**src/design/lcal_pkg.sv**
```systemverilog
// Shared constants, sequencer step codes and handshake structs for the
// binary-lifting LCA engine. No dependencies.
`default_nettype none
package lcal_pkg;
   localparam int MAX_NODES = 1024;
   localparam int LEVELS    = 11;
   localparam int NODE_W    = 10;
   localparam int LVL_W     = 4;
   localparam int CNT_W     = 11;
   localparam int DEPTH_W   = 10;
   localparam int SUM_W     = 12;
   localparam int ACT_W     = 3;
   localparam int JT_AW     = LVL_W + NODE_W;
   localparam int JT_DEPTH  = LEVELS * MAX_NODES;
   localparam int STATE_W   = 5;

   localparam logic [ACT_W-1:0] ACT_SET_PARENT = 3'd0;
   localparam logic [ACT_W-1:0] ACT_SET_DEPTH  = 3'd1;
   localparam logic [ACT_W-1:0] ACT_DEPTHS     = 3'd2;
   localparam logic [ACT_W-1:0] ACT_BUILD      = 3'd3;
   localparam logic [ACT_W-1:0] ACT_QUERY      = 3'd4;

   localparam logic [STATE_W-1:0] S_IDLE = 5'd0;
   localparam logic [STATE_W-1:0] S_B0   = 5'd1;
   localparam logic [STATE_W-1:0] S_B1   = 5'd2;
   localparam logic [STATE_W-1:0] S_B2   = 5'd3;
   localparam logic [STATE_W-1:0] S_D0   = 5'd4;
   localparam logic [STATE_W-1:0] S_D1   = 5'd5;
   localparam logic [STATE_W-1:0] S_D2   = 5'd6;
   localparam logic [STATE_W-1:0] S_D3   = 5'd7;
   localparam logic [STATE_W-1:0] S_D4   = 5'd8;
   localparam logic [STATE_W-1:0] S_Q0   = 5'd9;
   localparam logic [STATE_W-1:0] S_Q1   = 5'd10;
   localparam logic [STATE_W-1:0] S_Q2   = 5'd11;
   localparam logic [STATE_W-1:0] S_Q3   = 5'd12;
   localparam logic [STATE_W-1:0] S_Q4   = 5'd13;
   localparam logic [STATE_W-1:0] S_Q5   = 5'd14;
   localparam logic [STATE_W-1:0] S_Q6   = 5'd15;
   localparam logic [STATE_W-1:0] S_Q7   = 5'd16;
   localparam logic [STATE_W-1:0] S_Q8   = 5'd17;
   localparam logic [STATE_W-1:0] S_Q9   = 5'd18;
   localparam logic [STATE_W-1:0] S_Q10  = 5'd19;
   localparam logic [STATE_W-1:0] S_Q11  = 5'd20;
   localparam logic [STATE_W-1:0] S_OUT  = 5'd21;

   typedef struct packed {
      logic [STATE_W-1:0] op;
      logic               accept;
   } cmd_type;

   typedef struct packed {
      logic cnt_zero;
      logic node_last;
      logic lvl_zero;
      logic lvl_top;
      logic depth_eq;
      logic xy_eq;
      logic out_free;
   } status_type;
endpackage
`default_nettype wire

```
**src/design/lcal_ctrl.sv**
```systemverilog
// Sequencer for the LCA engine: walks the build, depth and query steps.
// Depends on lcal_pkg; drives the datapath through cmd_type.
`default_nettype none
module lcal_ctrl
   import lcal_pkg::*;
(
   input  wire logic             clock,
   input  wire logic             reset,
   input  wire logic             req_valid,
   input  wire logic [ACT_W-1:0] req_action,
   output logic                  req_ready,
   input  wire status_type       status,
   output cmd_type               cmd
);
   logic [STATE_W-1:0] state_ff, state_in;

   assign req_ready  = (state_ff == S_IDLE);
   assign cmd.op     = state_ff;
   assign cmd.accept = req_valid && (state_ff == S_IDLE);

   always_comb begin
      state_in = state_ff;
      unique case (state_ff)
         S_IDLE: begin
            if (req_valid) begin
               unique case (req_action)
                  ACT_DEPTHS: state_in = status.cnt_zero ? S_IDLE : S_D0;
                  ACT_BUILD:  state_in = status.cnt_zero ? S_IDLE : S_B0;
                  ACT_QUERY:  state_in = S_Q0;
                  default:    state_in = S_IDLE;
               endcase
            end
         end
         S_B0:  state_in = S_B1;
         S_B1:  state_in = S_B2;
         S_B2:  state_in = (status.node_last && status.lvl_top) ? S_IDLE : S_B0;
         S_D0:  state_in = S_D1;
         S_D1:  state_in = S_D2;
         S_D2:  state_in = status.lvl_zero ? S_D3 : S_D0;
         S_D3:  state_in = S_D4;
         S_D4:  state_in = status.node_last ? S_IDLE : S_D0;
         S_Q0:  state_in = S_Q1;
         S_Q1:  state_in = S_Q2;
         S_Q2:  state_in = status.depth_eq ? S_Q6 : S_Q3;
         S_Q3:  state_in = S_Q4;
         S_Q4:  state_in = S_Q5;
         S_Q5:  state_in = status.lvl_zero ? S_Q6 : S_Q3;
         S_Q6:  state_in = status.xy_eq ? S_OUT : S_Q7;
         S_Q7:  state_in = S_Q8;
         S_Q8:  state_in = S_Q9;
         S_Q9:  state_in = status.lvl_zero ? S_Q10 : S_Q7;
         S_Q10: state_in = S_Q11;
         S_Q11: state_in = S_OUT;
         S_OUT: state_in = status.out_free ? S_IDLE : S_OUT;
         default: state_in = S_IDLE;
      endcase
   end

   always_ff @(posedge clock) begin
      if (reset) begin
         state_ff <= S_IDLE;
      end else begin
         state_ff <= state_in;
      end
   end
endmodule
`default_nettype wire

```
**config.mk**
```make
export PLATFORM = sky130hd
export DESIGN_NAME = lcal_ctrl
export DESIGN_NICKNAME = d
export VERILOG_FILES = /design/src/design/lcal_pkg.sv /design/src/design/lcal_ctrl.sv
export SDC_FILE = /design/constraint.sdc
export NUM_CORES = 1
export LEC_CHECK = 0
export BUFFER_PORTS_ARGS = -buffer_cell sky130_fd_sc_hd__buf_2
export CORE_AREA = 3 3 40 42
export DETAILED_ROUTE_END_ITERATION = 10
export DIE_AREA = 0 0 43 45
export PLACE_DENSITY = 0.65
export SYNTH_ARGS = -nofsm -noshare
export SYNTH_HDL_FRONTEND = slang
export SYNTH_SLANG_ARGS = --single-unit
```
**constraint.sdc**
```tcl
create_clock -name clock -period 1.6 [get_ports clock]
set_input_delay 0.32 -clock clock [delete_from_list [all_inputs] [get_ports clock]]
set_output_delay 0.32 -clock clock [all_outputs]
set_load 0.03 [all_outputs]
```
Word level (Yosys, flattened, before mapping)
Index checks and enable logic that the tools add are counted.
Cells by class
  equality and inequality tests: 25
  muxes and demuxes: 13
  reductions and logical operators: 3
Operators with widths (count)
  $pmux 5 s22: 1
  $eq 5x4->1 const B: 8
  $eq 5x5->1 const B: 6
  $eq 5x3->1 const B: 4
  $pmux 4 s3: 1
  $eq 5x2->1 const B: 2
  $mux 5: 2
  $mux 3: 3
  $mux 2: 4
  $eq 3x2->1 const B: 2
  $eq 5x1->1 const B: 1
  $logic_not 5->1: 1
  $eq 3x3->1 const B: 1
  $logic_and 1x1->1: 2
  $mux 1: 2
  $ne 2x2->1 const B: 1
Storage, ports and cells
  input bits: 13
  register bits: 5

Logic depth before layout (Yosys ltp)
Gate-level depths: netlist (run 1).
  depth after elaboration: 4
  mapped depth: 6
  gate-level depth less buffers: 5

Least setup slack after synthesis (run 1)
Ideal clock, no wire load.
  path kind: register to output
  start point: register state_ff[1]
  end point: output port cmd[0] (netlist bit)
  setup slack: -23 ps
  required time: 1280 ps
  stages on the path, launching flop included: 4
  data arrival time: 1303 ps
  buffers on the path: 1
  cell sequence: dfxtp_1 > buf_6 > nor4_1 > and3_1
RTL lines
  start: declaration: line lcal_ctrl.sv:15  | logic [STATE_W-1:0] state_ff, state_in;
  start signal: assignment: line lcal_ctrl.sv:63  | state_ff <= state_in;
  end: declaration: line lcal_ctrl.sv:13  | output cmd_type cmd

==> results.toml, run 1 <==
[yosys]
yosysSeqAreaShare = 0.198
avgSynthCellArea_um2 = 7.56
async_reset_ff_frac = 0
synthCells = 67
synth_cell_types = 32
synth_edf_count = 0
synth-seq-cells = 5
yosys_most_used_dff = "dfxtp_1"
syn_nets = 80
synth_area_um2 = 507
yosysWarningCount = 0

[place]
dp_cells = 103
dpl-instance-area_um2 = 624
dp_hpwl_um = 1020
numPortBuffers = 19
pre_cts_ws_ns = 0.156
routabilityCongestion = 0.824

[final_layout]
largest_reg_flops = 5
nFillCells = 130
layoutNonFillerInstCount = 109
final_common_cell = "buf_2"
area_growth_pct = 40.7
n_antenna_cell = 0
top_register = "state_ff"
layout_common_cells = "buf_2, buf_4, nor2_1"
reg_top3 = "state_ff (5)"
drive_gt1_frac = 0.532
fin_util = 0.555
final_area_um2 = 713
nNetsFinal = 108

[drt]
drtAntennaViolNets = 0
viasPerCell = 5.48
avgRoutedWirePerCell_um = 13.1
vias = 597
drc = 0
first_pass_iters = 4
drt-initial-drc-count = 31
totalWireLength_um = 1420

[worst_setup_path]
cp_data_required_time_ns = 1.28
crit_fanout = 5
critPathArrivalTime_ns = 1.25
start_kind = "flop"
cp-end-kind = "output port"
path_class = "reg2out"

[sta]
slew_headroom = 0.756
skew_ns = 0.00347
tightest_slew_ns = 0.366
report.final.slew_viol_count = 0
setup_viol = 0
finalCritPeriodShare = 0.982
final-hold-violation-count = 0
worst_slack_ns = 0.0291
fin_tns_setup_ns = 0
fmax_mhz = 637
period_needed_ns = 1.57

[clock_network]
clk_pin_slew_ns = 0.04
cts-root-buf = "clkbuf_4"
htree_levels = 1
clock-sinks = 5
cts_hold_buf = 0
cts_tree = "done"
numCtsBuffers = 3
cts.path.max_buffers = 2
clkLatencyLatePin_ns = 0.24

[global_route]
antenna_found_initial = 0
grt_pass1_vias = 533
grt_first_pass_wirelength_um = 2170
grt_max_degree = 14
grt_overflow = 0
grt_use_total = 0.144

[power_and_ir_drop]
p_seq_frac = 0.318
switchingPower_mw = 0.144
powerDensity_nw_per_um2 = 616
peakVddDrop_mv = 0.575
combinationalPowerShare = 0.349
p_leak_nw = 0.308
power.internal_mw = 0.296
swShare = 0.327
power.share.clock = 0.333

[floorplanning]
io_pins = 20
die_width_um = 43
start_util = 0.394
rows = 13
die_y_um = 45
coreArea_um2 = 1280
dieArea_um2 = 1940

[run]
maxCapViolCount = 0

[run_status]
status = "finished clean"

[min_path]
holdCritPathClass = "in2reg"
[power groups by stage]
stage | Clock [mW] | Combinational [mW] | Sequential [mW]
global placement | 0 | 0.130 | 0.140
detailed placement | 0 | 0.130 | 0.140
CTS | 0.148 | 0.141 | 0.141
global route | 0.164 | 0.164 | 0.141
finish | 0.146 | 0.154 | 0.140
floorplan | 0 | 0.0831 | 0.147
[per-layer routing]
| layer | wire (µm) | track usage | part of all wire | up-vias |
|---|---|---|---|---|
| met4 | 14 | 0.0542 | 0.0098 | 0 |
| met2 | 730 | 0.269 | 0.51 | 25 |
| met3 | 79 | 0.0159 | 0.055 | 2 |
| met5 | 0 | 0 | 0 | - |
| li1 | - | - | - | 303 |
| met1 | 601 | 0.169 | 0.42 | 267 |
[layout make-up]
type	instances	area, µm²	area share
well taps	15	18.8	0.0263
multi-input cells	54	377	0.528
clock buffers	4	26.3	0.0368
flip-flops and latches	5	109	0.153
inverters	3	11.3	0.0158
repair buffers	28	171	0.240
[metrics by stage]
stage / hold WS (ns) / total power [mW]
2_1_floorplan: 0.520 / 0.230
3_3_place_gp: 0.683 / 0.270
3_5_place_dp: 0.701 / 0.270
4_1_cts: 0.464 / 0.430
5_1_grt: 0.456 / 0.468
6_report: 0.453 / 0.440
[kinds of logic (layout without fill, tap and decap cells)]
| kind of cell | after synthesis | count (layout) | share of synthesized area |
|---|---|---|---|
| compound gates | 22 | 22 | 0.328 |
| buf+inv | 8 | 35 | 0.121 |
| flops | 5 | 5 | 0.198 |
| simple gates | 32 | 32 | 0.353 |
[path summary, 6_finish.rpt]
kind                                               start                        to  slack, ns  depth (start not counted)
worst max-delay path            state_ff[0]$_SDFFE_PP0P_                    cmd[0]       0.03                          3
worst min-delay path                               reset  state_ff[0]$_SDFFE_PP0P_       0.45                          5
worst max register to register  state_ff[0]$_SDFFE_PP0P_  state_ff[2]$_SDFFE_PP0P_       0.21                          6
worst min register to register  state_ff[4]$_SDFFE_PP0P_  state_ff[3]$_SDFFE_PP0P_       0.66                          2
[synthesized netlist by cell type (2+ instances only)]
library cell	number	area share
nor2_1	9	0.067
a21oi_1	6	0.059
dfxtp_1	5	0.20
buf_6	4	0.089
inv_1	3	0.022
nand2_1	3	0.022
nand3_1	3	0.030
nor3_1	3	0.030
o21ai_0	3	0.030
a31oi_1	2	0.025
nand2_2	2	0.025
nand2b_1	2	0.025
nor3b_1	2	0.030
o21a_1	2	0.030
[critical path, stage by stage, from the launching register on]
cell and delay [ns]:
dfxtp_4 0.36, nor4_4 0.29, and3_2 0.21, buf_4 0.15
[timing repair]
item | 4_1_cts | 5_1_grt
endpoints found under the setup margin | 2 | 2
buffers inserted | 0 | 2
resized for setup | 7 | 8
pin swaps | 1 | 1
Power figures use the tool's default switching activity.
==> run 2: changes to the inputs <==
--- a/config.mk
+++ b/config.mk
@@ -5,11 +5,12 @@
 export SDC_FILE = /design/constraint.sdc
 export NUM_CORES = 1
 export LEC_CHECK = 0
+export ABC_AREA = 1
 export BUFFER_PORTS_ARGS = -buffer_cell sky130_fd_sc_hd__buf_2
 export CORE_AREA = 3 3 40 42
 export DETAILED_ROUTE_END_ITERATION = 10
 export DIE_AREA = 0 0 43 45
-export PLACE_DENSITY = 0.65
+export PLACE_DENSITY = 0.73
 export SYNTH_ARGS = -nofsm -noshare
 export SYNTH_HDL_FRONTEND = slang
 export SYNTH_SLANG_ARGS = --single-unit
==> results.toml, run 2 <==
[clock_network]
htree_levels = 1
cts.path.max_buffers = 2
clkLatencyLatePin_ns = 0.26
clk_pin_slew_ns = 0.05
cts-root-buf = "clkbuf_4"
cts_hold_buf = 0
numCtsBuffers = 3
cts_tree = "done"
clock-sinks = 5

[power_and_ir_drop]
p_leak_nw = 0.424
finalPower_mw = 0.827
powerDensity_nw_per_um2 = 1070
peakVddDrop_mv = 0.562

[worst_setup_path]
cp_data_required_time_ns = 1.28
crit_fanout = 10
crit_start = "state_ff[1]$_SDFFE_PP0P_"
worst-path-stages = 4
r2r-start = "state_ff[1]$_SDFFE_PP0P_"
critPathArrivalTime_ns = 1.21
crit_buf_inv = 2
slowest_stage = "dfxtp_2"
cp-end-kind = "output port"
max_stage_delay_ns = 0.37
rrSetupSlack_ns = 0.17
cpLargestDelayFamily = "flip-flops"
r2r_cells = 9
start_kind = "flop"
worstPathCellList = "nor2_2 > nand3_4 > inv_2 > buf_2"
timing.rr.end = "state_ff[3]$_SDFFE_PP0P_"
path_class = "reg2out"
endpoint = "req_ready"

[sta]
whs_ns = 0.289
final-hold-violation-count = 0
slew_headroom = 0.816
setup_viol = 0
period_needed_ns = 1.53
skew_ns = 0.00527
finalCritPeriodShare = 0.958
fmax_mhz = 653
worst_slack_ns = 0.0680
report.final.slew_viol_count = 0
tightest_slew_ns = 0.275

[global_route]
grt_overflow = 0
grt_use_total = 0.209
antenna_found_initial = 0
grt_first_pass_wirelength_um = 3000
grt_pass1_vias = 704
grt_max_degree = 11

[yosys]
synth_area_um2 = 611
synth_edf_count = 0
yosysWarningCount = 0
synth_commonest_cells = "nor2_1, nand2_1, nand3_1, inv_1"
async_reset_ff_frac = 0
yosysSeqAreaShare = 0.164
synth-seq-cells = 5
synth_top_area_frac = 0.164
syn_nets = 123
yosysTopAreaCell = "dfxtp_1"
synth_area_leaders = "dfxtp_1, nor2_1, nand2_1"
avgSynthCellArea_um2 = 5.55
synth.most_common_cell = "nor2_1"
synth_cell_types = 21
synthCells = 110
yosys_most_used_dff = "dfxtp_1"

[drt]
drt-initial-drc-count = 47
avgRoutedWirePerCell_um = 12.6
totalWireLength_um = 1890
first_pass_iters = 4
drtAntennaViolNets = 0
vias = 817
drc = 0
viasPerCell = 5.45

[final_layout]
top_register = "state_ff"
drive_gt1_frac = 0.370
area_growth_pct = 26.8
reg_top3 = "state_ff (5)"
nNetsFinal = 149
n_antenna_cell = 0
layoutNonFillerInstCount = 150
largest_reg_flops = 5
final_common_cell = "nor2_1"
layout_common_cells = "nor2_1, nand2_1, buf_2"

[floorplanning]
start_util = 0.475
dieArea_um2 = 1940
rows = 13
die_width_um = 43
io_pins = 20
die_y_um = 45
coreArea_um2 = 1280

[min_path]
holdCritPathClass = "in2reg"
hold_depth = 2

[run_status]
status = "finished clean"

[place]
numPortBuffers = 19
dp_cells = 143
dp_hpwl_um = 1430
routabilityCongestion = 0.898
pre_cts_ws_ns = 0.225

[run]
maxCapViolCount = 0
## run 2: changes by cell type after synthesis, sizes merged, moves of 2 or more
cell and change:
nor2 +23, nand2 +22, nand3 +13, inv +11
a21oi -4, buf -3, nand2b -3, nor3 -3
a31oi -2, nor3b -2, o21a -2, o21ai +2
## run 2: layer usage
| layer | part of all wire | global-route usage |
|---|---|---|
| met1 | 0.41 | 0.254 |
| met2 | 0.46 | 0.347 |
| met3 | 0.093 | 0.0319 |
| met4 | 0.043 | 0.133 |
| met5 | 0 | 0 |
## run 2: timing repair
item / 4_1_cts / 5_1_grt
gates resized for setup: 3 / 3
pin swaps: 2 / 1
endpoints found under the hold margin: 0 / 0
setup endpoints to repair: 2 / 2
buffers inserted: 2 / 1
## run 2: worst min-delay path by stage
| stage | from | endpoint | slack, ns |
|---|---|---|---|
| after global routing | reset | state_ff[1]$_SDFFE_PP0P_ | 0.28 |
| after detailed placement | reset | state_ff[1]$_SDFFE_PP0P_ | 0.55 |
| after CTS | reset | state_ff[1]$_SDFFE_PP0P_ | 0.27 |
| after global placement | reset | state_ff[1]$_SDFFE_PP0P_ | 0.53 |
| after floorplan | reset | state_ff[1]$_SDFFE_PP0P_ | 0.39 |
| final | reset | state_ff[1]$_SDFFE_PP0P_ | 0.29 |
## run 2: stage by stage
step,TNS [ns],instance area [µm²],util
after global routing,-0.00576,774,0.603
after CTS,0,757,0.589
after detailed placement,0,712,0.554
after floorplan,0,613,-
after global placement,0,712,0.554
final,0,774,0.603
## run 2: logic make-up after synthesis
family,share of synthesized area
buffers and inverters,0.123
and+or+nand+nor,0.623
AOI/OAI and AO/OA,0.0902
DFF,0.164
## run 2: power breakdown
part / switching (mW) / internal (mW) / total (mW)
clock: 0.0681 / 0.0954 / 0.163
combinational: 0.300 / 0.175 / 0.474
sequential: 0.0436 / 0.145 / 0.189
## run 2: layout make-up
type / count / area [µm²]
inverters: 14 / 52.6
repair buffers: 23 / 128
fillers: 122 / 510
multi-input cells: 89 / 445
flip-flops and latches: 5 / 104
well taps: 15 / 18.8
clock buffers: 4 / 26.3
